===== config.mk =====
export PLATFORM = sky130hd
export DESIGN_NAME = fpa_ram
export DESIGN_NICKNAME = d
export VERILOG_FILES = /design/src/fpa_ram.sv
export SDC_FILE = /design/constraint.sdc
export NUM_CORES = 1
export LEC_CHECK = 0
export BUFFER_PORTS_ARGS = -buffer_cell sky130_fd_sc_hd__buf_2
export CAP_MARGIN = 20
export CORE_UTILIZATION = 54
export DETAILED_ROUTE_END_ITERATION = 8
export PLACE_DENSITY = 0.74
export SLEW_MARGIN = 20
export SYNTH_ARGS = -nofsm -noshare
export SYNTH_HDL_FRONTEND = slang
export SYNTH_SLANG_ARGS = --single-unit
export TNS_END_PERCENT = 30

===== constraint.sdc =====
create_clock -name i_clk -period 2 [get_ports i_clk]
set_input_delay 0.5 -clock i_clk [delete_from_list [all_inputs] [get_ports i_clk]]
set_output_delay 0.5 -clock i_clk [all_outputs]
set_load 0.02 [all_outputs]

===== src/fpa_ram.sv =====
// generic simple dual-port ram with registered read
`default_nettype none
module fpa_ram #(
    parameter int WIDTH = 8,
    parameter int DEPTH = 16
) (
    input  wire logic                     i_clk,
    input  wire logic                     i_we,
    input  wire logic [$clog2(DEPTH)-1:0] i_waddr,
    input  wire logic [WIDTH-1:0]         i_wdata,
    input  wire logic                     i_re,
    input  wire logic [$clog2(DEPTH)-1:0] i_raddr,
    output logic      [WIDTH-1:0]         o_rdata
);
    logic [WIDTH-1:0] r_mem [DEPTH];

    // write port
    always_ff @(posedge i_clk) begin
        if (i_we) begin
            r_mem[i_waddr] <= i_wdata;
        end
    end

    // registered read port
    always_ff @(posedge i_clk) begin
        if (i_re) begin
            o_rdata <= r_mem[i_raddr];
        end
    end
endmodule
`default_nettype wire


**Word level (Yosys, flattened, before mapping)**

Memory sizes are Yosys's and may differ from the RTL's. A register that Yosys moved wholly into a read port is not among the register bits.
Index checks and enable logic that the tools add are counted.

- Output and inout port bits: 8
- Flip-flop bits (word level): 0
- Memory bits (writable): 128
- Logic and storage cells: 3
- Memories: 1

Memory list:

| name | depth | width | rd ports | clocked after Yosys merged registers in | write ports | RTL line | text |
|---|---|---|---|---|---|---|---|
| r_mem | 16 | 8 | 1 | 1 | 1 | 15 | `logic [WIDTH-1:0] r_mem [DEPTH];` |

- Multiplexer cells: 2

Operators by type and width:

| cell | number |
|---|---|
| $mux W1 | 2 |

**Depth between registers and ports, before layout**

Gate-level depths: netlist of the first run.

- Word-level depth: 2
- Mapped depth: 5

**Worst setup path before layout of the first run**

Ideal clock, no wire load.

- Path type: input-to-reg
- From: input port i_waddr[2]
- To: memory r_mem[0][0] (enable)
- Arrival: 1610 ps
- Setup time: 383 ps
- Setup slack: 7 ps
- Required time: 1617 ps
- Path buffers: 0
- Cell stages on the path: 2
- Path through: or3b_2 -> nor3_1

RTL lines:

| item | RTL line | text |
|---|---|---|
| start: declaration | 9 | `input wire logic [$clog2(DEPTH)-1:0] i_waddr,` |
| end: declaration | 15 |  |

No word-level cell before the write port.

**Worst setup path after layout of the first run**

- From: register o_rdata[6], read port of r_mem
- To: output port o_rdata[6]

RTL lines:

| item | RTL line | text |
|---|---|---|
| start: declaration | 13 | `output logic [WIDTH-1:0] o_rdata` |

No word-level cell between the ends.

==> results.sh, run 1 <==
export IMPL_status="complete, no violations"
export IMPL_antenna_left=0
export IMPL_layout_commonest_cell="edfxtp_1"
export IMPL_fin_crit_sh_pct=80.8
export IMPL_worstMarginPinSlew_ns=0.461
export IMPL_power_frac_seq_pct=48.5
export IMPL_htree_num_levels=4
export IMPL_maxSlewViolCount=0
export IMPL_post_cts_resize_count=0
export IMPL_max_slew_margin_pct=69.3
export IMPL_power_static_leakage_nw=2.11
export IMPL_syn_cell_area_um2=5230
export IMPL_finalSetupViolCount=0
export IMPL_first_global_vias=2585
export IMPL_layout_nets=304
export IMPL_seq_area_um2=4080
export IMPL_synth_nets=248
export IMPL_clk_latency_ns=0.51
export IMPL_drv_cap=0
export IMPL_grt_overflow=0
export IMPL_cts_tree="built"
export IMPL_cts_buffer_depth=2
export IMPL_ir_drop_mv=0.689
export IMPL_place_ws_ns=-0.0277
export IMPL_crit_type="register to output port"
export IMPL_antenna_found_initial=0
export IMPL_ys_ff_latch=136
export IMPL_fin_cells=425
export IMPL_root_buffer="clkbuf_8"
export IMPL_initial_utilization_pct=56.0
export IMPL_rows=35
export IMPL_internal_power_mw=5.34
export IMPL_final_hold_viol_count=0
export IMPL_p_sw_share_pct=19.8
export IMPL_cpMaxStageDelayCell="edfxtp_1"
export IMPL_antenna_cells=0
export IMPL_worst_path_buf_inv=1
export IMPL_placed_cells=395
export IMPL_fmax_ghz=0.619
export IMPL_synth_top_area_cell="edfxtp_1"
export IMPL_finalCriticalPeriod_ns=1.62
export IMPL_wl_per_cell_um=24.9
export IMPL_total_power_mw=6.67
export IMPL_worst_hold_path_type="primary input to register"
export IMPL_p_comb_share_pct=4.6
export IMPL_startpoint_type="register"
export IMPL_multiInputGateArea_um2=1060
export IMPL_cts_sinks=136
export IMPL_arrival_ns=1.12
export IMPL_worst_slack_ns=0.385
export IMPL_grt_pass1_wl_um=15700
export IMPL_p_sw_mw=1.32
export IMPL_wirelength_um=10600
export IMPL_ys_seq_area_share_pct=78.1
export IMPL_drtIter0Drc=209
export IMPL_rsz0062_at_grt="false"
export IMPL_port_buffers=26
export IMPL_hold_ws_ns=0.359
export IMPL_layout_common_cells="edfxtp_1 (136), buf_2 (26), mux4_2 (18), buf_4 (18)"
export IMPL_die_w_um=100
export IMPL_synth_top_area_share_pct=78.1
export IMPL_place_hpwl_um=6070
export IMPL_core_area_um2=9330
export IMPL_grt_max_degree=33
export IMPL_area_delta_synth_final_pct=19.1
export IMPL_fin_skew_ns=0.00722
export IMPL_synth_distinct_cells=18
export IMPL_required_ns=1.50
export IMPL_hold_buffers=0
export IMPL_power_density_nw_per_um2=1070
export IMPL_cts_setup_buffers=0
export IMPL_drtPass1Iterations=4
export IMPL_crit_path_max_incr_delay_ns=0.42
export IMPL_drive_above_1_share_pct=32.4
export IMPL_worstPathCellList="buf_2"
export IMPL_ios=27
export IMPL_num_vias=2520
export IMPL_finalWeightedCongestion=0.731
export IMPL_clockPowerShare_pct=46.9
export IMPL_post_route_drc_count=0
export IMPL_cts_made_buffers=17
export IMPL_yosysWarnings=0
export IMPL_crit_path_end_kind="output port"
export IMPL_synth_area_leaders="edfxtp_1 (78%), mux4_2 (7.8%), mux4_1 (7.0%), a22oi_1 (2.3%), nor2_1 (0.93%)"
export IMPL_drt_vias_per_instance=5.93
export IMPL_die_y_um=100
export IMPL_fillCellCount=567
export IMPL_path_max_fanout=1
export IMPL_track_usage_pct=23.4
export IMPL_path_clk_slew_ns=0.06
export IMPL_crit_family="flip-flops"
export IMPL_syn_inst=229
export IMPL_postSynthAreaPerCell_um2=22.8
export IMPL_dieArea_um2=10100
[stage by stage]
| stage | util (%) | cell area, µm² | setup TNS (ns) |
|---|---|---|---|
| after floorplan | - | 5230 | 0 |
| after global placement | 60.3 | 5630 | 0 |
| after detailed placement | 60.3 | 5630 | -0.0345 |
| after CTS | 66.7 | 6220 | 0 |
| after global routing | 66.7 | 6220 | 0 |
| final | 66.7 | 6220 | 0 |
[power groups by stage]
stage                     Sequential, mW  Clock [mW]  Combinational, mW
after floorplan                     3.30           0              0.162
after global placement              3.29           0              0.302
after detailed placement            3.29           0              0.311
after CTS                           3.23        3.16              0.312
after global routing                3.24        3.28              0.333
final                               3.23        3.13              0.308
[worst register-to-register path, cell delays in order (launching register included)]
cell	delay (ns)
edfxtp_1	0.38
mux4_1	0.56
a22oi_1	0.24
nand2_1	0.07
[logic make-up after synthesis]
kind of cell / count (synthesis) / synth area share, %
compound gates: 16 / 2.30
flops: 136 / 78.1
simple gates: 35 / 3.14
mux: 32 / 14.8
buf+inv: 10 / 1.65
[path summary, 6_finish.rpt]
kind | endpoint | slack (ns) | start | depth (start not counted)
max | o_rdata[6] | 0.38 | o_rdata[6] | 1
min | r_mem[14][7] | 0.36 | i_wdata[7] | 1
max reg2reg | o_rdata[2] | 0.50 | r_mem[9][2] | 3
min reg2reg | o_rdata[3] | 0.75 | r_mem[12][3] | 3
[routing by layer]
layer,wire (µm),vias up,GRT usage [%]
met1,4270,1286,34.2
met4,167,0,10.3
met2,5040,127,34.0
met3,1090,11,5.92
li1,-,1096,-
met5,0,-,0
[registers in the layout, summed over array words and instances, names as in the netlist]
name and cells:
o_rdata 8, r_mem 128
[layout make-up]
class / instances / share of cell area [%]
sequential: 136 / 65.6
tap: 129 / 2.59
multi-input combinational: 83 / 17.0
timing repair buffer: 47 / 5.23
clock buffer: 17 / 6.65
clock inverter: 13 / 2.92
[synth_stat cells (all sizes together)]
cell type,count
edfxtp,136
mux4,32
a22oi,16
nor2,13
nand2,9
buf,7
nor3,4
clkdlybuf4s25,3
nand2b,2
nand3b,2
and2,1
and2b,1
nand3,1
nor2b,1
or3b,1
(Power assumes the default switching activity.)
==> run 2, diff against run 1 <==
--- a/config.mk
+++ b/config.mk
@@ -7,9 +7,9 @@
 export LEC_CHECK = 0
 export BUFFER_PORTS_ARGS = -buffer_cell sky130_fd_sc_hd__buf_2
 export CAP_MARGIN = 20
-export CORE_UTILIZATION = 54
+export CORE_UTILIZATION = 55
 export DETAILED_ROUTE_END_ITERATION = 8
-export PLACE_DENSITY = 0.74
+export PLACE_DENSITY = 0.73
 export SLEW_MARGIN = 20
 export SYNTH_ARGS = -nofsm -noshare
 export SYNTH_HDL_FRONTEND = slang
==> constraint.sdc (replaced) <==
create_clock -name i_clk -period 1.5 [get_ports i_clk]
set_input_delay 0.375 -clock i_clk [delete_from_list [all_inputs] [get_ports i_clk]]
set_output_delay 0.375 -clock i_clk [all_outputs]
set_load 0.02 [all_outputs]
==> results.sh, run 2 (synthesis results as in run 1) <==
export IMPL_status="complete, but fails checks"
export IMPL_failed_checks="negative setup slack"
export IMPL_place_ws_ns=-0.398
export IMPL_layout_nets=306
export IMPL_path_max_fanout=1
export IMPL_drive_above_1_share_pct=37.8
export IMPL_worst_hold_path_type="primary input to register"
export IMPL_crit_path_max_incr_delay_ns=0.45
export IMPL_dieArea_um2=9900
export IMPL_antenna_cells=0
export IMPL_htree_num_levels=4
export IMPL_fin_area_um2=6240
export IMPL_startpoint_type="register"
export IMPL_final_hold_viol_count=0
export IMPL_ios=27
export IMPL_worstPathCellList="buf_6"
export IMPL_placed_cells=397
export IMPL_arrival_ns=1.13
export IMPL_die_w_um=99.5
export IMPL_power_density_nw_per_um2=1400
export IMPL_drv_cap=0
export IMPL_fin_crit_sh_pct=100
export IMPL_crit_type="register to output port"
export IMPL_first_global_vias=2549
export IMPL_finalSetupViolCount=1
export IMPL_hp_start="i_re"
export IMPL_cts_setup_buffers=0
export IMPL_antenna_left=0
export IMPL_drtPass1Iterations=4
export IMPL_port_buffers=26
export IMPL_final_util_pct=67.6
export IMPL_hold_ws_ns=0.249
export IMPL_cts_tree="built"
export IMPL_core_area_um2=9240
export IMPL_cts_made_buffers=17
export IMPL_wirelength_um=10200
export IMPL_crit_family="flip-flops"
export IMPL_cts_buffer_depth=2
export IMPL_largest_reg_flops=128
export IMPL_largestRegisters="r_mem: 128 flops, o_rdata: 8 flops"
export IMPL_startpoint="o_rdata[6]"
export IMPL_crit_path_end_kind="output port"
export IMPL_finalWeightedCongestion=0.726
export IMPL_layout_commonest_cell="edfxtp_1"
export IMPL_place_area_um2=5630
export IMPL_fillCellCount=577
export IMPL_post_route_drc_count=0
export IMPL_area_delta_synth_final_pct=19.4
export IMPL_power_static_leakage_nw=2.08
export IMPL_rrSetupSlack_ns=0.03
export IMPL_die_y_um=99.5
export IMPL_finalCriticalPeriod_ns=1.50
export IMPL_max_slew_margin_pct=38.9
export IMPL_antenna_found_initial=0
export IMPL_ir_drop_mv=0.740
export IMPL_layout_common_cells="edfxtp_1 (136), mux4_2 (28), buf_2 (24)"
export IMPL_fin_skew_ns=0.00651
export IMPL_path_clk_slew_ns=0.06
export IMPL_track_usage_pct=22.7
export IMPL_tns_ns=-0.00189
export IMPL_rows=35
export IMPL_worstMarginPinSlew_ns=0.913
export IMPL_worst_slack_ns=-0.00189
export IMPL_place_hpwl_um=6130
export IMPL_rsz0062_at_grt="true"
export IMPL_cts_sinks=136
export IMPL_hold_buffers=0
export IMPL_r2r_start="r_mem[11][1]"
export IMPL_initial_utilization_pct=56.6
export IMPL_grt_overflow=0
export IMPL_clk_latency_ns=0.51
export IMPL_total_power_mw=8.73
export IMPL_grt_max_degree=25
export IMPL_required_ns=1.12
export IMPL_drtIter0Drc=251
export IMPL_wl_per_cell_um=23.8
export IMPL_maxSlewViolCount=0
export IMPL_cpMaxStageDelayCell="edfxtp_1"
export IMPL_fin_cells=428
export IMPL_fmax_ghz=0.666
export IMPL_grt_pass1_wl_um=15100
export IMPL_regMostFlops="r_mem"
export IMPL_drt_vias_per_instance=5.92
export IMPL_worst_path_buf_inv=1
export IMPL_num_vias=2533
export IMPL_root_buffer="clkbuf_8"
==> run 2: where the power goes <==
| part | internal, mW | total, mW | switching [mW] |
|---|---|---|---|
| sequential | 4.28 | 4.31 | 0.0283 |
| clock | 2.50 | 3.97 | 1.47 |
| combinational | 0.192 | 0.450 | 0.258 |
==> run 2: layout make-up <==
type | instances | area (µm²) | share of cell area, %
Clock buffer | 17 | 414 | 6.63
Clock inverter | 14 | 159 | 2.55
Sequential cell | 136 | 4080 | 65.4
Multi-Input combinational cell | 83 | 1060 | 17.0
Timing Repair Buffer | 49 | 365 | 5.85
Tap cell | 129 | 161 | 2.59
==> run 2: final timing paths <==
path	to	cells after the start
max	o_rdata[6]	1
min	o_rdata[2]	1
max reg2reg	o_rdata[1]	3
min reg2reg	o_rdata[6]	3
==> run 2: what timing repair did <==
item / CTS / global route
gates resized for setup: 1 / 8
pin swaps: 0 / 0
setup endpoints to repair: 4 / 7
==> run 2: metal layers <==
metal / track usage (%) / wire length (µm) / up-vias
met5: 0 / 0 / -
met4: 9.84 / 80 / 0
met3: 5.20 / 716 / 10
met2: 35.8 / 5170 / 124
met1: 30.9 / 4230 / 1310
li1: - / - / 1089
