$ cat src/fpa_pkg.sv
// shared types, constants and codes of the fit-policy partition allocator
`default_nettype none
package fpa_pkg;

    localparam int PARTITIONS = 8;
    localparam int TASK_SLOTS = 1024;

    localparam int PART_W = (PARTITIONS > 1) ? $clog2(PARTITIONS) : 1;
    localparam int NB_W   = $clog2(PARTITIONS + 1);
    localparam int SLOT_W = $clog2(TASK_SLOTS);
    localparam int HELD_W = 16 + SLOT_W;

    // fit policy codes
    localparam logic [1:0] POL_FIRST = 2'd0;
    localparam logic [1:0] POL_NEXT  = 2'd1;
    localparam logic [1:0] POL_BEST  = 2'd2;
    localparam logic [1:0] POL_WORST = 2'd3;

    // result status codes
    localparam logic [1:0] ST_PLACED = 2'd0;
    localparam logic [1:0] ST_NOFIT  = 2'd1;
    localparam logic [1:0] ST_LOADED = 2'd2;

    // partition cell command codes
    localparam logic [1:0] OP_NONE  = 2'd0;
    localparam logic [1:0] OP_LOAD  = 2'd1;
    localparam logic [1:0] OP_PLACE = 2'd2;
    localparam logic [1:0] OP_GIVE  = 2'd3;

    // function codes
    localparam logic FN_LOAD  = 1'b0;
    localparam logic FN_PLACE = 1'b1;

    // configuration register indexes
    localparam logic CFG_POLICY = 1'b0;
    localparam logic CFG_BLOCKS = 1'b1;

    typedef struct packed {
        logic        func;
        logic [2:0]  block_index;
        logic [15:0] capacity;
        logic [15:0] task_size;
        logic [15:0] task_time;
        logic        last_task;
    } t_in;

    typedef struct packed {
        logic [1:0]  status;
        logic [2:0]  placed_block;
        logic [15:0] wait_ticks;
        logic        total_valid;
        logic [31:0] total_time;
    } t_out;

    // search token moving down the cell chain
    typedef struct packed {
        logic              vld;
        logic              f_first;
        logic [PART_W-1:0] i_first;
        logic              f_ge;
        logic [PART_W-1:0] i_ge;
        logic              f_best;
        logic [PART_W-1:0] i_best;
        logic [15:0]       v_best;
        logic              fe;
    } t_tok;

    // update command broadcast to all cells
    typedef struct packed {
        logic [1:0]        op;
        logic [PART_W-1:0] part;
        logic [15:0]       val;
    } t_pcmd;

    // one task slot entry
    typedef struct packed {
        logic              used;
        logic [15:0]       rem;
        logic [PART_W-1:0] part;
        logic [15:0]       size;
    } t_slot;

endpackage
`default_nettype wire

$ cat src/fpa_cell.sv
// one partition cell: holds free and resident space, evaluates the passing search token
`default_nettype none
module fpa_cell (
    input  wire logic                      i_clk,
    input  wire logic                      i_rst_n,
    input  wire logic [fpa_pkg::PART_W-1:0] i_index,
    input  wire logic [fpa_pkg::NB_W-1:0]  i_nb,
    input  wire logic [fpa_pkg::PART_W-1:0] i_rnorm,
    input  wire logic [1:0]                i_policy,
    input  wire logic [15:0]               i_size,
    input  wire fpa_pkg::t_tok             i_tok,
    output fpa_pkg::t_tok                  o_tok,
    input  wire fpa_pkg::t_pcmd            i_cmd
);
    import fpa_pkg::*;

    logic [15:0]     r_free;
    logic [HELD_W-1:0] r_held;
    t_tok            r_tok;
    t_tok            n_tok;
    logic            fit;
    logic            fit_empty;
    logic            active;
    logic [16:0]     sat_sum;

    assign fit       = i_size <= r_free;
    assign fit_empty = (HELD_W + 1)'(i_size) <= ((HELD_W + 1)'(r_free) + (HELD_W + 1)'(r_held));
    assign active    = i_tok.vld && (NB_W'(i_index) < i_nb);
    assign sat_sum   = 17'(r_free) + 17'(i_cmd.val);

    // token evaluation
    always_comb begin
        n_tok = i_tok;
        if (active) begin
            if (fit && !i_tok.f_first) begin
                n_tok.f_first = 1'b1;
                n_tok.i_first = i_index;
            end
            if (fit && !i_tok.f_ge && (i_index >= i_rnorm)) begin
                n_tok.f_ge = 1'b1;
                n_tok.i_ge = i_index;
            end
            if (fit) begin
                if (!i_tok.f_best
                    || (i_policy == POL_BEST && r_free < i_tok.v_best)
                    || (i_policy == POL_WORST && r_free > i_tok.v_best)) begin
                    n_tok.f_best = 1'b1;
                    n_tok.i_best = i_index;
                    n_tok.v_best = r_free;
                end
            end
            if (fit_empty) begin
                n_tok.fe = 1'b1;
            end
        end
    end

    // hand the token to the neighbor
    always_ff @(posedge i_clk) begin
        if (!i_rst_n) begin
            r_tok <= '0;
        end else begin
            r_tok <= n_tok;
        end
    end

    // space bookkeeping
    always_ff @(posedge i_clk) begin
        if (!i_rst_n) begin
            r_free <= '0;
            r_held <= '0;
        end else if (i_cmd.part == i_index) begin
            case (i_cmd.op)
                OP_LOAD: begin
                    r_free <= i_cmd.val;
                end
                OP_PLACE: begin
                    r_free <= r_free - i_cmd.val;
                    r_held <= r_held + HELD_W'(i_cmd.val);
                end
                OP_GIVE: begin
                    r_free <= sat_sum[16] ? 16'hFFFF : sat_sum[15:0];
                    r_held <= r_held - HELD_W'(i_cmd.val);
                end
                default: begin
                end
            endcase
        end
    end

    assign o_tok = r_tok;
endmodule
`default_nettype wire

$ cat config.mk
export PLATFORM = sky130hd
export DESIGN_NAME = fpa_cell
export DESIGN_NICKNAME = d
export VERILOG_FILES = /design/src/fpa_pkg.sv /design/src/fpa_cell.sv
export SDC_FILE = /design/constraint.sdc
export NUM_CORES = 1
export LEC_CHECK = 0
export ABC_AREA = 1
export BUFFER_PORTS_ARGS = -buffer_cell sky130_fd_sc_hd__buf_2
export CAP_MARGIN = 20
export CORE_MARGIN = 3
export CORE_UTILIZATION = 60
export DETAILED_ROUTE_END_ITERATION = 16
export GPL_TIMING_DRIVEN = 0
export PLACE_DENSITY = 0.82
export SYNTH_ARGS = -nofsm -noshare
export SYNTH_HDL_FRONTEND = slang
export SYNTH_SLANG_ARGS = --single-unit
$ cat constraint.sdc
create_clock -name i_clk -period 3.5 [get_ports i_clk]
set_clock_uncertainty 0.15 [all_clocks]
set_input_delay 0.175 -clock i_clk [delete_from_list [all_inputs] [get_ports i_clk]]
set_output_delay 0.175 -clock i_clk [all_outputs]
set_load 0.03 [all_outputs]
# Word level (Yosys, flattened, before mapping)
# Cells that the tools add are included.
# word_totals
elab_cells,52
output_inout_bits,30
reg_bits,72
# op_classes
n_eq_ne,6
magnitude_cmp,6
mux,9
n_reduce_logical,15
addsub,5
# ops
cell,n
one-hot mux 26 bit (2 select lines),1
one-hot mux 16 bit (3 select lines),1
two-way mux 20 bit,2
two-way mux 29 bit,1
adder 16 x 26 -> 27 bit,1
less-or-equal comparator 16 x 27 -> 1 bit,1
adder 26 x 16 -> 26 bit,1
subtractor 26 x 16 -> 26 bit,1
adder 16 x 16 -> 17 bit,1
> comparator 16 bit,1
less-or-equal comparator 16 bit,1
less-than comparator 16 bit,1
two-way mux 16 bit,1
subtractor 16 bit,1
== test 2 bit (second input constant),4
two-way mux 4 bit,2
logical AND 1 bit,6
less-than comparator 3 x 4 -> 1 bit,1
AND reduction 2 bit,2
== test 3 bit,1
greater-or-equal comparator 3 bit,1
zero test 1 bit,3
nonzero test 3 bit,1
== test 2 x 1 -> 1 bit (second input constant),1
3 further kinds,4

# Longest topological paths before layout
# Gate-level depths: netlist (run 1).
# depth
depth_word,7
ltp_mapped,27
mapped_depth_nobuf,27

# Worst setup path after synthesis (run 1)
# Ideal clock, no wire load.
# synth_path
kind,input-to-reg
startpoint,input i_cmd[1] in the netlist's numbering
endpoint,register r_held[24]
n_path_buf,0
path_stages,26
path_slack_ns,0.381
t_arrival_ns,2.854
setup_time_ns,0.115
path_cell_list,inv_1 ha_1 inv_1 nor2_1 inv_1 nor3_1 nand3_1 nor2_1 nand2_1 nand2_1 xor2_1 inv_1 ha_1 nand2_1 nor2_1 inv_1 nor2_1 nand4_1 nand3_1 nand2_1 nand2_1 nand2_1 nand2_1 nor2_1 o21ai_0 inv_1
# synth_between
elab_chain_cells,2
word_cells_on_any_way,3
classes_between,add/sub (2); mux (1)
# synth_lines
element,line_no,text
start: declaration,fpa_cell.sv:13,input wire fpa_pkg::t_pcmd i_cmd
subtractor 26 x 16 -> 26 bit or adder 26 x 16 -> 26 bit (tied branches),"fpa_cell.sv:83, fpa_cell.sv:79",
one-hot mux 26 bit (2 select lines) *,fpa_cell.sv:73,case (i_cmd.op)
end signal: assignment,fpa_cell.sv:79,r_held <= r_held + HELD_W'(i_cmd.val);
end signal: assignment,fpa_cell.sv:83,r_held <= r_held - HELD_W'(i_cmd.val);
end: declaration,fpa_cell.sv:18,logic [HELD_W-1:0] r_held;
# Every way passes the cells marked *; elsewhere a longest branch is shown, timed or not.
# A chain may end at the register's enable or synchronous reset.

# Worst setup path in the final report (run 1)
# layout_path
startpoint,input i_cmd[0] in the netlist's numbering
endpoint,register r_held[25]
# Same word-level chain as after synthesis.

==> results.sh, run 1 <==
export IMPL_vias=10400
export IMPL_synth_top_family_by_area="simple AND/OR/NAND/NOR gates"
export IMPL_maxCapViolCount=0
export IMPL_pwr_share_clk_pct=31.7
export IMPL_cts_num_sinks=72
export IMPL_postSynthAreaPerCell_um2=6.10
export IMPL_fin_area_mm2=0.0106
export IMPL_status="complete, no violations"
export IMPL_worstSetupStartpointType="input port"
export IMPL_wl_per_cell_um=16.1
export IMPL_leakagePower_uw=0.00585
export IMPL_clk_latency_ns=0.35
export IMPL_grt_first_pass_wirelength_mm=46.5
export IMPL_async_flop_share_pct=0
export IMPL_muxShareOfSynthArea_pct=0
export IMPL_fin_util_pct=72.2
export IMPL_synthToLayoutAreaGrowth_pct=16.8
export IMPL_hold_worst_slack_ns=0.0332
export IMPL_grt_pass1_vias=9473
export IMPL_crit_end="r_held[25]"
export IMPL_finalNonFillerCells=1831
export IMPL_max_slew_margin_pct=45.8
export IMPL_fp_dieH_um=129
export IMPL_fmax_mhz=297
export IMPL_synth_top_area_share_pct=17.4
export IMPL_period_share_pct=96.1
export IMPL_hp_class="input port to flop"
export IMPL_setup_viol=0
export IMPL_synthTopCellsByArea="ha_1 (17%), dfxtp_1 (16%), nand2_1 (14%), inv_1 (10%), a21oi_1 (8.0%)"
export IMPL_synth_cells=1486
export IMPL_sw_frac_of_total_pct=38.9
export IMPL_cp_data_arrival_time_ns=3.50
export IMPL_synth_nets=1697
export IMPL_drt_wl_total_mm=29.6
export IMPL_path_depth=23
export IMPL_overflow=0
export IMPL_crit_path_start="i_cmd[0]"
export IMPL_tightestPinTransition_ns=0.813
export IMPL_num_io_pins=111
export IMPL_drc_errors=0
export IMPL_p_sw_uw=1240
export IMPL_synth_seq_cells=72
export IMPL_yosys_area_share_simple_pct=30.3
export IMPL_grt_usage_pct=35.1
export IMPL_num_rows=44
export IMPL_core_mm2=0.0146
export IMPL_die_width_um=129
export IMPL_slowest_stage="ha_1"
export IMPL_setup_slack_ns=0.138
export IMPL_multi_input_area_mm2=0.00657
export IMPL_yosys_area_top_type="ha_1"
export IMPL_synth_top_cells_by_count="nand2_1 (331), inv_1 (245), nor2_1 (161), a21oi_1 (145), ha_1 (126)"
export IMPL_path_class="input port to flop"
export IMPL_reg2regPathDepth=16
export IMPL_synthFlopType="dfxtp_1"
export IMPL_nets=1852
export IMPL_yosysWarnings=0
export IMPL_post_synth_top_count_cell="nand2_1"
export IMPL_p_int_uw=1940
export IMPL_dp_cells=1779
export IMPL_path_buf_inv=4
export IMPL_cts_max_path_buffers=2
export IMPL_synth_compound_area_share_pct=18.5
export IMPL_viasPerCell=5.65
export IMPL_cts_inserted_buffers=9
export IMPL_hold_violations=0
export IMPL_fillers=1292
export IMPL_start_util_pct=61.9
export IMPL_pwr_share_comb_pct=38.5
export IMPL_ff2ff_setup_slack_ns=0.17
export IMPL_p_seq_share_pct=29.8
export IMPL_area_sequential_mm2=0.00145
export IMPL_cts_root_buf="clkbuf_16"
export IMPL_cts_tree="yes"
export IMPL_crit_family="simple AND/OR/NAND/NOR gates"
export IMPL_rr_endpoint="o_tok[22]"
export IMPL_first_pass_iters=7
export IMPL_drive_above_1_share_pct=11.8
export IMPL_dp_hpwl_mm=23.2
export IMPL_synth_adder_area_share_pct=18.3
export IMPL_worstPathMaxFanout=7
export IMPL_synth_xor_area_share_pct=4.74
export IMPL_drt_iter0_drc=866
export IMPL_vdd_ir_drop_worst_mv=0.233
export IMPL_critical_path_max_stage_delay_ns=0.39
export IMPL_path_cells="buf_2, inv_1, ha_1, inv_1, nor2_1, inv_1, nor3_4, nand3_2, nor2_2, a31oi_2, xor2_1, ha_1, a21oi_1, o21ai_0, a21oi_1, nand3_2, a21oi_2, nor2_1, nor2_1, nand2_1, nand2_1, nand2_1, nor2_1"
export IMPL_critPathCaptureType="flop"
export IMPL_powerDensity_mw_per_mm2=300
export IMPL_h_tree_depth=3
export IMPL_place_area_mm2=0.00983
export IMPL_synth_cell_types=54
export IMPL_path_clk_slew_ns=0.06
export IMPL_worst_path_most_repeated_cell="nor2_1"
export IMPL_reg2reg_from="r_free[6]"
export IMPL_die_area_mm2=0.0166
export IMPL_ys_seq_area_share_pct=15.9
export IMPL_crit_required_ns=3.64
export IMPL_dp_slack_ns=-0.533
export IMPL_antenna_found_initial=0
export IMPL_synth_edf_count=0
export IMPL_io_buffers=109
export IMPL_final_antenna_net_count=0
export IMPL_syn_area_mm2=0.00906
export IMPL_report_final_slew_viol_count=0
export IMPL_gp_congestion=0.991
export IMPL_grt_start_max_net_pins=13
export IMPL_min_period_ns=3.36
==> tightest hold or removal path, cell delays in order <==
cell     delay, ns
buf_2         0.14
inv_1         0.09
a21oi_1       0.07
==> metal layers <==
metal / vias up / share of wire (%) / GRT usage [%]
met5: - / 0 / 0
met4: 0 / 3.4 / 13.3
met3: 81 / 10 / 6.31
met2: 522 / 44 / 56.6
met1: 4588 / 43 / 46.8
li1: 5160 / - / -
==> worst min path at each step <==
stage,depth (start not counted),endpoint,start
final,3,o_tok[27],i_index[2]
after global routing,3,o_tok[27],i_index[2]
after CTS,3,o_tok[26],i_index[1]
after detailed placement,3,o_tok[29],i_tok[29]
after global placement,3,o_tok[29],i_tok[29]
after floorplan,2,o_tok[29],i_tok[29]
==> per-stage QoR <==
stage | total power (uW) | TNS, ns
floorplan | 1760 | 0
global placement | 2080 | -4.63
detailed placement | 2100 | -5.49
CTS | 3120 | 0
global route | 3350 | -0.0852
finish | 3180 | 0
==> power by group through the flow <==
stage          registers, uW  logic [uW]  clock network, uW
2_1_floorplan            983         775                  0
3_3_place_gp             957        1120                  0
3_5_place_dp             958        1140                  0
4_1_cts                  940        1180               1000
5_1_grt                  949        1370               1030
6_report                 947        1220               1010
==> repair_timing <==
item	4_1_cts	5_1_grt
setup endpoints to repair	9	16
gates cloned	0	0
hold buffers	33	0
pin swaps	0	2
endpoints found under the hold margin	30	0
resized for setup	5	20
setup buffers	0	2
==> area by class of cell <==
cell class              instances  share of cell area [%]
diodes                          1                  0.0237
inverters                     251                    8.98
multi-input cells            1127                    62.2
repair buffers                144                    8.42
clock inverters                 6                   0.793
clock buffers                  10                    2.16
well taps                     184                    2.18
flip-flops and latches         72                    13.7
plain buffers                  36                    1.61
==> logic make-up (layout without fill, tap and decap cells) <==
| group | Yosys count | after routing |
|---|---|---|
| AOI/OAI and AO/OA | 294 | 294 |
| xor gates and xnor gates | 49 | 49 |
| adders and majority gates | 130 | 130 |
| buffers and inverters | 287 | 447 |
| DFF | 72 | 72 |
| other | 0 | 1 |
| and+or+nand+nor | 654 | 654 |
==> placed cells by master (no fill, tap or decap), types with 15 or more instances in the layout <==
cell type      count
xor2_1            34
nand4_1           16
o21ai_0           80
nand2_1          330
nand3_1          103
ha_1             125
nor2_1           159
clkbuf_1          18
xnor2_1           15
dlygate4sd3_1     33
a21oi_1          143
dfxtp_1           68
inv_1            242
buf_2            122
==> state kept, by name, summed over array words and instances (netlist names) <==
signal	cells
r_free	16
o_tok	30
r_held	26
(Power assumes the default switching activity.)
==> run 2: changes to the inputs <==
Settings changed: ABC_AREA 1 to not set, CTS_CLUSTER_DIAMETER set to 120, PLACE_DENSITY 0.82 to 0.83.
==> run 2 against run 1 <==
The flow now finishes with violations (setup timing). Synthesized cell count shrank 29%. Maximum frequency shrank 8.3%. Highest routed layer unchanged. Hold slack lost 0.014 ns. Count of clock-buffer cells in the layout grew 1. Cell area shrank 7.4%. First-iteration DRC count shrank 16%. Sequential power shrank 2%. Routed wire length shrank 15%. Non-clock buffer count grew 11. Utilization grew 3.9 points. Critical path type is now flop to flop. Combinational power shrank 13%.
==> results.sh, run 2 <==
export IMPL_antenna_cells=0
export IMPL_setup_slack_ns=-0.165
export IMPL_period_share_pct=105
export IMPL_synth_cells=1055
export IMPL_reg2regPathDepth=19
export IMPL_path_class="flop to flop"
export IMPL_cts_num_sinks=72
export IMPL_first_pass_iters=7
export IMPL_dp_cells=1336
export IMPL_worstPathMaxFanout=2
export IMPL_fp_dieH_um=122
export IMPL_vdd_ir_drop_worst_mv=0.245
export IMPL_critPathCaptureType="flop"
export IMPL_synthTopCellsByArea="ha_1 (20%), dfxtp_1 (18%), a21oi_1 (5.5%), nand2_1 (5.4%), mux2i_1 (5.2%)"
export IMPL_antenna_found_initial=0
export IMPL_viasPerCell=6.18
export IMPL_grt_start_max_net_pins=13
export IMPL_hold_worst_slack_ns=0.0192
export IMPL_ff2ff_setup_slack_ns=-0.16
export IMPL_grt_pass1_vias=8286
export IMPL_p_sw_uw=1070
export IMPL_num_io_pins=111
export IMPL_post_synth_top_count_cell="ha_1"
export IMPL_setup_viol=1
export IMPL_rr_endpoint="o_tok[0]"
export IMPL_core_mm2=0.0129
export IMPL_drive_above_1_share_pct=18.1
export IMPL_worstHoldEndpoint="o_tok[18]"
export IMPL_layout_common_cells="ha_1 (121), buf_2 (115), nand2_1 (114), a21oi_1 (85), inv_1 (82)"
export IMPL_largest_register_ffs=30
export IMPL_final_antenna_net_count=0
export IMPL_wl_per_cell_um=17.9
export IMPL_tightestPinTransition_ns=0.818
export IMPL_clk_latency_ns=0.35
export IMPL_grt_setup_unrepaired="yes"
export IMPL_hp_class="input port to flop"
export IMPL_synth_cell_types=79
export IMPL_drc_errors=0
export IMPL_hold_violations=0
export IMPL_cts_tree="yes"
export IMPL_die_area_mm2=0.0148
export IMPL_final_common_cell="ha_1"
export IMPL_nets=1432
export IMPL_min_period_ns=3.66
export IMPL_status="finished, violations left"
export IMPL_worstHoldStart="i_index[1]"
export IMPL_failed_checks="setup timing"
export IMPL_die_width_um=122
export IMPL_path_clk_slew_ns=0.06
export IMPL_cts_inserted_buffers=9
export IMPL_synthToLayoutAreaGrowth_pct=21.8
export IMPL_finalNonFillerCells=1398
export IMPL_report_final_slew_viol_count=0
export IMPL_grt_usage_pct=32.3
export IMPL_yosys_area_top_type="ha_1"
export IMPL_synth_top_area_share_pct=19.6
export IMPL_cts_max_path_buffers=2
export IMPL_maxCapViolCount=0
export IMPL_p_seq_share_pct=31.5
export IMPL_gp_congestion=0.951
export IMPL_syn_area_mm2=0.00804
export IMPL_synth_nets=1266
export IMPL_h_tree_depth=3
export IMPL_synthFlopType="dfxtp_1"
export IMPL_setup_tns_final_ns=-0.165
export IMPL_yosysWarnings=0
export IMPL_ys_seq_area_share_pct=17.9
export IMPL_synth_top_cells_by_count="ha_1 (126), nand2_1 (116), a21oi_1 (89), inv_1 (87), nor2_1 (78)"
export IMPL_p_int_uw=1880
export IMPL_pwr_share_comb_pct=36.2
export IMPL_dp_hpwl_mm=17.9
export IMPL_fmax_mhz=273
export IMPL_max_slew_margin_pct=45.0
export IMPL_worstSetupStartpointType="flop"
export IMPL_synth_seq_cells=72
export IMPL_crit_required_ns=3.58
export IMPL_io_buffers=109
export IMPL_cp_data_arrival_time_ns=3.74
export IMPL_powerDensity_mw_per_mm2=300
export IMPL_start_util_pct=62.5
export IMPL_async_flop_share_pct=0
export IMPL_postSynthAreaPerCell_um2=7.62
export IMPL_drt_wl_total_mm=25.0
export IMPL_leakagePower_uw=0.00456
export IMPL_whs_path_depth=3
export IMPL_num_rows=41
export IMPL_drt_iter0_drc=730
export IMPL_grt_first_pass_wirelength_mm=38.8
export IMPL_cts_root_buf="clkbuf_16"
export IMPL_sw_frac_of_total_pct=36.2
export IMPL_pwr_share_clk_pct=32.3
export IMPL_overflow=0
export IMPL_vias=8646
export IMPL_reg2reg_from="r_free[1]"
export IMPL_synth_edf_count=0
==> run 2: cell types whose count changed in the layout (fill, tap and decap cells not counted), moves of 42 or more <==
| cell | before | now |
|---|---|---|
| inv_1 | 242 | 82 |
| nor2_1 | 159 | 74 |
| nand2_1 | 330 | 114 |
| mux2i_1 | 0 | 42 |
| nand3_1 | 103 | 29 |
| a21oi_1 | 143 | 85 |
==> run 2: worst max-delay path by stage <==
stage          cells past startpoint      start       end
3_3_place_gp                      20  r_free[0]  o_tok[0]
2_1_floorplan                     20  r_free[0]  o_tok[0]
6_report                          19  r_free[1]  o_tok[0]
4_1_cts                           20  r_held[0]  o_tok[0]
3_5_place_dp                      20  r_free[0]  o_tok[0]
5_1_grt                           19  r_free[1]  o_tok[0]
==> run 2: per-layer routing <==
layer,global-route usage [%],wire length (um)
met5,0,0
met4,15.9,746
met3,4.78,2500
met2,54.4,11800
met1,40.2,9890
==> run 2: power groups by stage <==
stage / logic, uW / registers [uW] / clock network, uW
finish: 1060 / 928 / 951
global route: 1170 / 931 / 969
CTS: 1010 / 920 / 936
detailed placement: 955 / 938 / 0
global placement: 928 / 936 / 0
floorplan: 656 / 967 / 0
==> run 2: through the flow <==
| step | total power (uW) | setup slack (ns) | instance area, um2 | utilization [%] |
|---|---|---|---|---|
| 2_1_floorplan | 1620 | 0.0105 | 8040 | - |
| 3_3_place_gp | 1860 | -0.640 | 8800 | 68.4 |
| 3_5_place_dp | 1890 | -0.699 | 8800 | 68.4 |
| 4_1_cts | 2870 | -0.118 | 9630 | 74.8 |
| 5_1_grt | 3070 | -0.190 | 9800 | 76.1 |
| 6_report | 2940 | -0.165 | 9800 | 76.1 |
==> run 2: worst max-delay path, cell delays in order (launching register included) <==
cell and delay [ns]:
dfxtp_4 0.37, clkinvlp_4 0.11, fa_2 0.40, nand2b_4 0.16, a21oi_4 0.14, o21ai_2 0.08, a31oi_1 0.24, o21ai_1 0.11
nand2b_1 0.12, a21oi_2 0.08, xor2_1 0.15, ha_1 0.31, nand3_2 0.08, nor2_4 0.12, nand2_4 0.08, a221oi_2 0.20
a211o_1 0.18, nand4_1 0.12, nor4_2 0.24, a31oi_1 0.11
==> run 2: cells by family (layout without fill, tap and decap cells) <==
kind of cell               Yosys count  in the layout  synth area share (%)
DFF                                 72             72                  17.9
adders and majority gates          130            130                  20.6
muxes                               43             43                  5.37
buffers and inverters              125            296                  5.99
xor gates and xnor gates            67             67                  7.30
AOI/OAI and AO/OA                  297            297                  24.2
and+or+nand+nor                    321            321                  18.6
==> run 2: area by class of cell <==
class	count	area (um2)
clock inverter	5	56.3
multi-input combinational	858	6350
inverter	89	345
clock buffer	11	243
timing repair buffer	155	963
buffer	36	156
sequential	72	1460
tap	172	215
fill	899	3080
==> run 2: repair_timing <==
item,4_1_cts,5_1_grt
setup endpoints to repair,8,5
gates resized for setup,47,27
hold buffers,29,0
endpoints found under the hold margin,29,0
buffers inserted,9,8
pin swaps,18,15
==> run 3: changes to the inputs <==
Settings changed: CORE_UTILIZATION 60 to 45, PLACE_DENSITY 0.83 to not set.
==> run 3 against run 2 <==
The flow still finishes with violations (setup timing). Cell count rose by 3.4%. Flip-flop and latch count unchanged. Total power is 1.1% higher. Cell area increased by 0.52%. Maximum frequency increased by 3.2%. Register-to-register slack improved by 0.11 ns. Hold slack lost 0.0069 ns. Sequential power is essentially flat. Critical path type unchanged. Critical endpoint unchanged.
==> results.sh, run 3 (synthesis gave the netlist of run 2 again) <==
export IMPL_drt_iter0_drc=443
export IMPL_dp_slack_ns=-0.833
export IMPL_maxCapViolCount=0
export IMPL_path_cells="ha_4, inv_2, fa_2, nand2b_4, a21oi_4, o21ai_2, a31oi_2, o21ai_2, nand2b_1, a21oi_2, xor2_1, ha_1, nand3_2, nor2_4, nand2_2, a221oi_2, a211o_1, nand4_1, nor4_2, a31oi_1"
export IMPL_gp_congestion=0.882
export IMPL_critical_path_max_stage_delay_ns=0.36
export IMPL_setup_tns_final_ns=-0.0506
export IMPL_fp_dieH_um=140
export IMPL_cts_max_path_buffers=2
export IMPL_dp_cells=1389
export IMPL_num_io_pins=111
export IMPL_max_slew_margin_pct=49.9
export IMPL_layout_common_cells="ha_1 (118), buf_2 (115), nand2_1 (114), a21oi_1 (86), inv_1 (83)"
export IMPL_vdd_ir_drop_worst_mv=0.285
export IMPL_failed_checks="setup timing"
export IMPL_antenna_cells=0
export IMPL_tightestPinTransition_ns=0.745
export IMPL_path_clk_slew_ns=0.06
export IMPL_start_util_pct=46.2
export IMPL_ff2ff_setup_slack_ns=-0.05
export IMPL_min_period_ns=3.55
export IMPL_die_width_um=140
export IMPL_grt_pass1_vias=7607
export IMPL_core_mm2=0.0174
export IMPL_grt_start_max_net_pins=13
export IMPL_drive_above_1_share_pct=18.3
export IMPL_hp_class="input port to flop"
export IMPL_grt_first_pass_wirelength_mm=38.3
export IMPL_first_pass_iters=5
export IMPL_final_antenna_net_count=0
export IMPL_fillers=1649
export IMPL_cts_tree="yes"
export IMPL_num_rows=48
export IMPL_synthToLayoutAreaGrowth_pct=22.4
export IMPL_fin_util_pct=56.5
export IMPL_worstPathMaxFanout=2
export IMPL_setup_viol=1
export IMPL_wl_per_cell_um=16.6
export IMPL_nets=1426
export IMPL_clk_latency_ns=0.35
export IMPL_fmax_mhz=282
export IMPL_antenna_found_initial=0
export IMPL_cts_num_sinks=72
export IMPL_grt_usage_pct=23.9
export IMPL_critPathCaptureType="flop"
export IMPL_slowest_stage="dfxtp_4"
export IMPL_drt_wl_total_mm=24.1
export IMPL_path_class="flop to flop"
export IMPL_hold_worst_slack_ns=0.0123
export IMPL_h_tree_depth=3
export IMPL_powerDensity_mw_per_mm2=302
export IMPL_drc_errors=0
export IMPL_overflow=0
export IMPL_cp_data_arrival_time_ns=3.63
export IMPL_crit_required_ns=3.58
export IMPL_setup_slack_ns=-0.0506
export IMPL_cts_root_buf="clkbuf_16"
export IMPL_final_common_cell="ha_1"
export IMPL_worst_path_most_repeated_cell="o21ai_2"
export IMPL_cts_inserted_buffers=9
export IMPL_io_buffers=109
export IMPL_worstSetupStartpointType="flop"
export IMPL_grt_setup_unrepaired="yes"
export IMPL_dp_hpwl_mm=19.2
export IMPL_die_area_mm2=0.0195
export IMPL_finalNonFillerCells=1445
export IMPL_status="finished, violations left"
export IMPL_report_final_slew_viol_count=0
export IMPL_period_share_pct=101
export IMPL_largest_register_ffs=30
export IMPL_viasPerCell=5.50
export IMPL_leakagePower_uw=0.00451
export IMPL_hold_violations=0
export IMPL_vias=7951
## run 3: cell count changes in the layout (fill, tap and decap cells not counted), moves of 2 or more
cell	previous run	this run
buf_4	19	11
dfxtp_1	60	57
ha_1	121	118
ha_2	0	3
a31oi_1	11	9
a31oi_2	1	3
dfxtp_4	2	4
o21ai_1	3	1
## run 3: layout make-up
class	count	area [um2]	area share [%]
buffer	36	158	1.60
clock buffer	11	233	2.36
tap	225	282	2.86
multi-input combinational	858	6360	64.6
sequential	72	1470	14.9
inverter	89	340	3.46
timing repair buffer	149	921	9.35
clock inverter	5	81.3	0.826
## run 3: through the flow
stage / area, um2 / total power, uW
6_report: 9850 / 2970
5_1_grt: 9850 / 3140
4_1_cts: 9690 / 2960
3_5_place_dp: 8870 / 1900
3_3_place_gp: 8870 / 1890
2_1_floorplan: 8040 / 1620
## run 3: repair_timing
item / CTS / global route
endpoints found under the setup margin: 10 / 7
buffers inserted: 7 / 3
hold endpoints to repair: 29 / 0
pin swaps: 16 / 7
gates resized for setup: 45 / 33
hold buffers: 30 / 0
## run 3: final timing paths
kind	startpoint	end	cells after the start
worst min register to register	r_held[9]	r_held[9]	2
worst max register to register	r_free[0]	o_tok[0]	20
worst min-delay path	i_index[1]	o_tok[18]	3
worst max-delay path	r_free[0]	o_tok[0]	20
## run 3: layer usage
metal | wire (um) | global-route usage [%] | vias up
met5 | 0 | 0 | -
met4 | 333 | 6.22 | 0
met3 | 1180 | 2.58 | 26
met2 | 10900 | 40.2 | 224
met1 | 11700 | 32.7 | 3601
li1 | - | - | 4100
## run 3: critical path: cells and delay by family (launching register included)
kind	cells	cell delay, ns
AO/OA/AOI/OAI	8	1.09
XOR/XNOR	1	0.14
adder cells (fa/ha/maj)	3	0.80
buffers and inverters	1	0.03
flip-flops	1	0.36
AND/OR/NAND/NOR	7	0.84
## run 3: where the power goes
group / internal (uW) / switching, uW / leakage, uW
logic: 435 / 601 / 0.00376
registers: 868 / 57.5 / 0.000598
clock network: 625 / 388 / 0.000150
total: 1930 / 1050 / 0.00451
